`src/design/ierb_pkg.sv`:
```
`default_nettype none
// ----------------------------------------------------------------------------
// ierb_pkg
// Shared types and constants for the ICMP echo reply builder.
// ----------------------------------------------------------------------------
package ierb_pkg;

   localparam int FRAME_BYTES_DEFAULT = 2048;
   localparam int REPLY_LEN_CAP       = 2047;

   localparam int ETH_HDR_LEN   = 14;
   localparam int MAC_LEN       = 6;
   localparam int IP_ADDR_LEN   = 4;
   localparam int IP_SRC_OFS    = ETH_HDR_LEN + 12;
   localparam int IP_DST_OFS    = ETH_HDR_LEN + 16;
   localparam int IP_LEN_HI_OFS = ETH_HDR_LEN + 2;
   localparam int IP_LEN_LO_OFS = ETH_HDR_LEN + 3;
   localparam int IP_PROTO_OFS  = ETH_HDR_LEN + 9;

   localparam logic [7:0] PROTO_ICMP    = 8'h01;
   localparam logic [7:0] ICMP_ECHO_REQ = 8'd8;

   typedef enum logic {
      FUNC_LOAD = 1'b0,
      FUNC_READ = 1'b1
   } func_type;

   typedef struct packed {
      func_type    func;
      logic [7:0]  data_byte;
      logic        last_byte;
      logic [10:0] read_index;
   } req_type;

   typedef struct packed {
      logic [7:0]  out_byte;
      logic        is_ping_request;
      logic        frame_complete;
      logic [10:0] reply_length;
      logic        overflow;
   } rsp_type;

   typedef enum logic [1:0] {
      ST_IDLE,
      ST_EXEC,
      ST_READ_WAIT,
      ST_RESPOND
   } state_type;

   typedef enum logic [1:0] {
      RD_SRC_DATA,
      RD_SRC_ZERO,
      RD_SRC_CHECK_HI,
      RD_SRC_CHECK_LO
   } rd_src_type;

   typedef struct packed {
      logic capture;
      logic load;
      logic read_issue;
      logic read_finish;
   } ctrl_cmd_type;

   typedef struct packed {
      logic is_read;
   } ctrl_status_type;

endpackage
`default_nettype wire

```
`src/design/ierb_ctrl.sv`:
```
`default_nettype none
// ----------------------------------------------------------------------------
// ierb_ctrl
// Request sequencer: accept, execute, wait for store read (reads only), respond.
// ----------------------------------------------------------------------------
module ierb_ctrl (
   input  wire logic                     clock,
   input  wire logic                     reset,
   input  wire logic                     start,
   input  wire ierb_pkg::ctrl_status_type status,
   output ierb_pkg::ctrl_cmd_type        cmd,
   output logic                          busy,
   output logic                          rsp_valid
);
   import ierb_pkg::*;

   state_type state_ff, state_in;

   always_comb begin
      state_in = state_ff;
      case (state_ff)
         ST_IDLE:      if (start) state_in = ST_EXEC;
         ST_EXEC:      state_in = status.is_read ? ST_READ_WAIT : ST_RESPOND;
         ST_READ_WAIT: state_in = ST_RESPOND;
         ST_RESPOND:   state_in = ST_IDLE;
         default:      state_in = ST_IDLE;
      endcase
   end

   always_comb begin
      cmd       = '0;
      busy      = 1'b1;
      rsp_valid = 1'b0;
      case (state_ff)
         ST_IDLE: begin
            busy        = 1'b0;
            cmd.capture = start;
         end
         ST_EXEC: begin
            cmd.load       = !status.is_read;
            cmd.read_issue = status.is_read;
         end
         ST_READ_WAIT: begin
            cmd.read_finish = 1'b1;
         end
         ST_RESPOND: begin
            rsp_valid = 1'b1;
         end
         default: begin
            busy = 1'b1;
         end
      endcase
   end

   always_ff @(posedge clock) begin
      if (reset) begin
         state_ff <= ST_IDLE;
      end else begin
         state_ff <= state_in;
      end
   end

endmodule
`default_nettype wire

```
`config.mk`:
```
export PLATFORM = sky130hd
export DESIGN_NAME = ierb_ctrl
export DESIGN_NICKNAME = d
export VERILOG_FILES = /design/src/design/ierb_pkg.sv /design/src/design/ierb_ctrl.sv
export SDC_FILE = /design/constraint.sdc
export NUM_CORES = 1
export LEC_CHECK = 0
export BUFFER_PORTS_ARGS = -buffer_cell sky130_fd_sc_hd__buf_2
export CAP_MARGIN = 40
export CORE_AREA = 8 8 45 47
export DETAILED_ROUTE_END_ITERATION = 12
export DIE_AREA = 0 0 53 55
export GPL_ROUTABILITY_DRIVEN = 0
export SYNTH_ARGS = -nofsm -noshare
export SYNTH_HDL_FRONTEND = slang
export SYNTH_SLANG_ARGS = --single-unit
```
`constraint.sdc`:
```
create_clock -name clock -period 2.55 [get_ports clock]
set_input_delay 0.3825 -clock clock [delete_from_list [all_inputs] [get_ports clock]]
set_output_delay 0.3825 -clock clock [all_outputs]
set_load 0.005 [all_outputs]
```
==> metrics <==
mux cell area share after synthesis=5.80%; crit path max fanout=5; Sink Count=2; Core ar.=roughly 1400 µm²; setup TNS=0 ps; Critical Path AT=between 1000 and 1500 ps; post-synthesis compound-gate area fraction=7.97%; non-filler instance count after layout=47; Final nets=42; area of the multi-input gates=roughly 120 µm²; Initial Utilization=12.5%; Worst-Skew Late Latency=roughly 220 ps; Hold Path Class=input port to register; Post-Synth Adder-Cell Area=approximately 36%; worst relative slew slack=84.6%; synthesized area=between 150 and 200 µm²; synthesized area per cell=9.09 µm²; H-Tree Depth=1; Root Driver=clkbuf_4; post-synthesis sequential area ratio=a little under a quarter; P_int=0.166 mW; Port Buffer Count=9; GR peak layer=met4; Seq pwr share=about 22%; grt met3 use=between 2 and 3%; final hold viol count=0; register bit total from synthesis=2; XOR/XNOR Fraction of Synth Area=0%; maximum VDD drop=around 160 µV; DRC=0; initial drt markers=1; clk slew on worst S/H paths=around 30 ps; kind of critical path=register to output pin; chip width=roughly 53 µm; RSZ-0062 raised after global routing=no; Ys Warns=0; largest net degree at the start of global routing=6; Boundary Pins=10; initial antenna violation count=0; pwr/cell area=approximately 1000 nW/µm²; Gate Count Post-Synth=19; hold_ws=338 ps; Synth-to-Final Area Change=50.7%; met1 usage in global routing=3.18%; Global Route Usage Sum=3.76%; Setup crit end kind=output pin; Gate power share=between 50% and 60%; number of CTS-inserted buffers=3; placed cell area=approximately 240 µm²; Die H=approximately 55 µm; vias in the first global route=between 150 and 200; first-pass GRT wire length=~730 µm; dpl ws=~1200 ps; Post-CTS Setup Inserts=0; CTS Hold Buffers Added=0; drt pass-1 iters=2; Most flops, register=state_ff; max-capacitance violation count=0; largest family of logic cells by synthesized area=adder cells; synth unique cells=12; biggest regs=state_ff: 2 flops; fraction of the mapped netlist area in simple logic gates=about 20%; Post-Layout Inst Area=260 µm²; # diodes=0; switch share=a little under two fifths; die area=a little under 3000 µm²; CTS tree=done; Congestion Overflow GR=0; Worst Slack Setup Final=slightly below 1000 ps; Row Count=14; placed cells=44; routed length per instance=8.47 µm; GRT met2 Usage=under 10%; max reg flops=2; Clock Path Buffers=2; worst clock skew=~0.52 ps; critical path required time=~2200 ps; Post-Syn Nets=28; Via density=between 3 and 4; DRT Wirelength=just under 400 µm; final setup fails=0; layout cells sized above 1=41.9%; fin crit period=between 1500 and 2000 ps; cts repair resizes=0; Psw=around 0.1 mW; fin util=between 10% and 20%; Filler Cell Count=156; Post-DRT Antenna Nets=0; Slew Viols, Final=0; slew of the pin with the lowest slew margin=approximately 230 ps; Max Fclk=between 600 and 700 MHz; Vias=163; startpoint types=register; share of total power in the clock network=between 20% and 30%; Pwr Total=~0.27 mW; Seq. cell area=between 40 and 50 µm²; status=completed; Leak Pwr=0.146 nW; Tcrit/Tclk final=between 60% and 70%
cell usage after synthesis (all sizes together):
cell	n	area (µm²)
ha	5	62.6
inv	3	11.3
and2	2	13.8
dfxtp	2	40.0
a221oi	1	8.76
mux2i	1	10.0
nand2b	1	6.26
nor2	1	3.75
nor2b	1	6.26
nor3	1	5.00
o21ai	1	5.00
critical path, cell delays in order (launching register included):
cell	delay [ps]
dfxtp_1	350
inv_1	110
ha_1	230
and2_2	170
buf_2	120
area by class of cell:
type	count	share of cell area [%]
timing repair buffer	9	17.3
sequential	2	15.4
clock buffer	3	8.65
tap	16	7.69
multi-input combinational	14	46.6
inverter	3	4.33
power by group through the flow:
stage          clock network [mW]  registers (mW)  logic (mW)
2_1_floorplan                   0          0.0568      0.0967
3_3_place_gp                    0          0.0602       0.142
3_5_place_dp                    0          0.0613       0.144
4_1_cts                    0.0725          0.0608       0.145
5_1_grt                    0.0807          0.0636       0.167
6_report                   0.0684          0.0597       0.140
cells in the final DEF, fill, tap and decap left out:
master / n
nor2b_1: 1
o21ai_1: 1
a221oi_1: 1
nand2b_1: 1
and2_1: 1
clkbuf_4: 3
buf_2: 9
mux2i_1: 1
ha_1: 5
inv_1: 3
nor3_1: 1
dfxtp_1: 2
nor2_1: 1
and2_2: 1
logic make-up after synthesis:
family                     Yosys count
and+or+nand+nor                      6
adders and majority gates            5
buffers and inverters                3
AOI/OAI and AO/OA                    2
DFF                                  2
muxes                                1
path summary, 6_finish.rpt:
path | start | end | slack [ps] | depth (start not counted)
min reg2reg | state_ff[1]$_SDFFE_PP0P_ | state_ff[1]$_SDFFE_PP0P_ | 560 | 2
max reg2reg | state_ff[0]$_SDFFE_PP0P_ | state_ff[0]$_SDFFE_PP0P_ | 1250 | 5
max | state_ff[0]$_SDFFE_PP0P_ | cmd[3] | 970 | 4
min | reset | state_ff[1]$_SDFFE_PP0P_ | 340 | 2
per-layer routing:
metal  part of all wire [%]  up-vias
met2                     45        9
li1                       -       87
met1                     31       65
met4                    4.3        0
met3                     20        2
met5                      0        -
No activity file was read; power rests on OpenSTA's default activity.
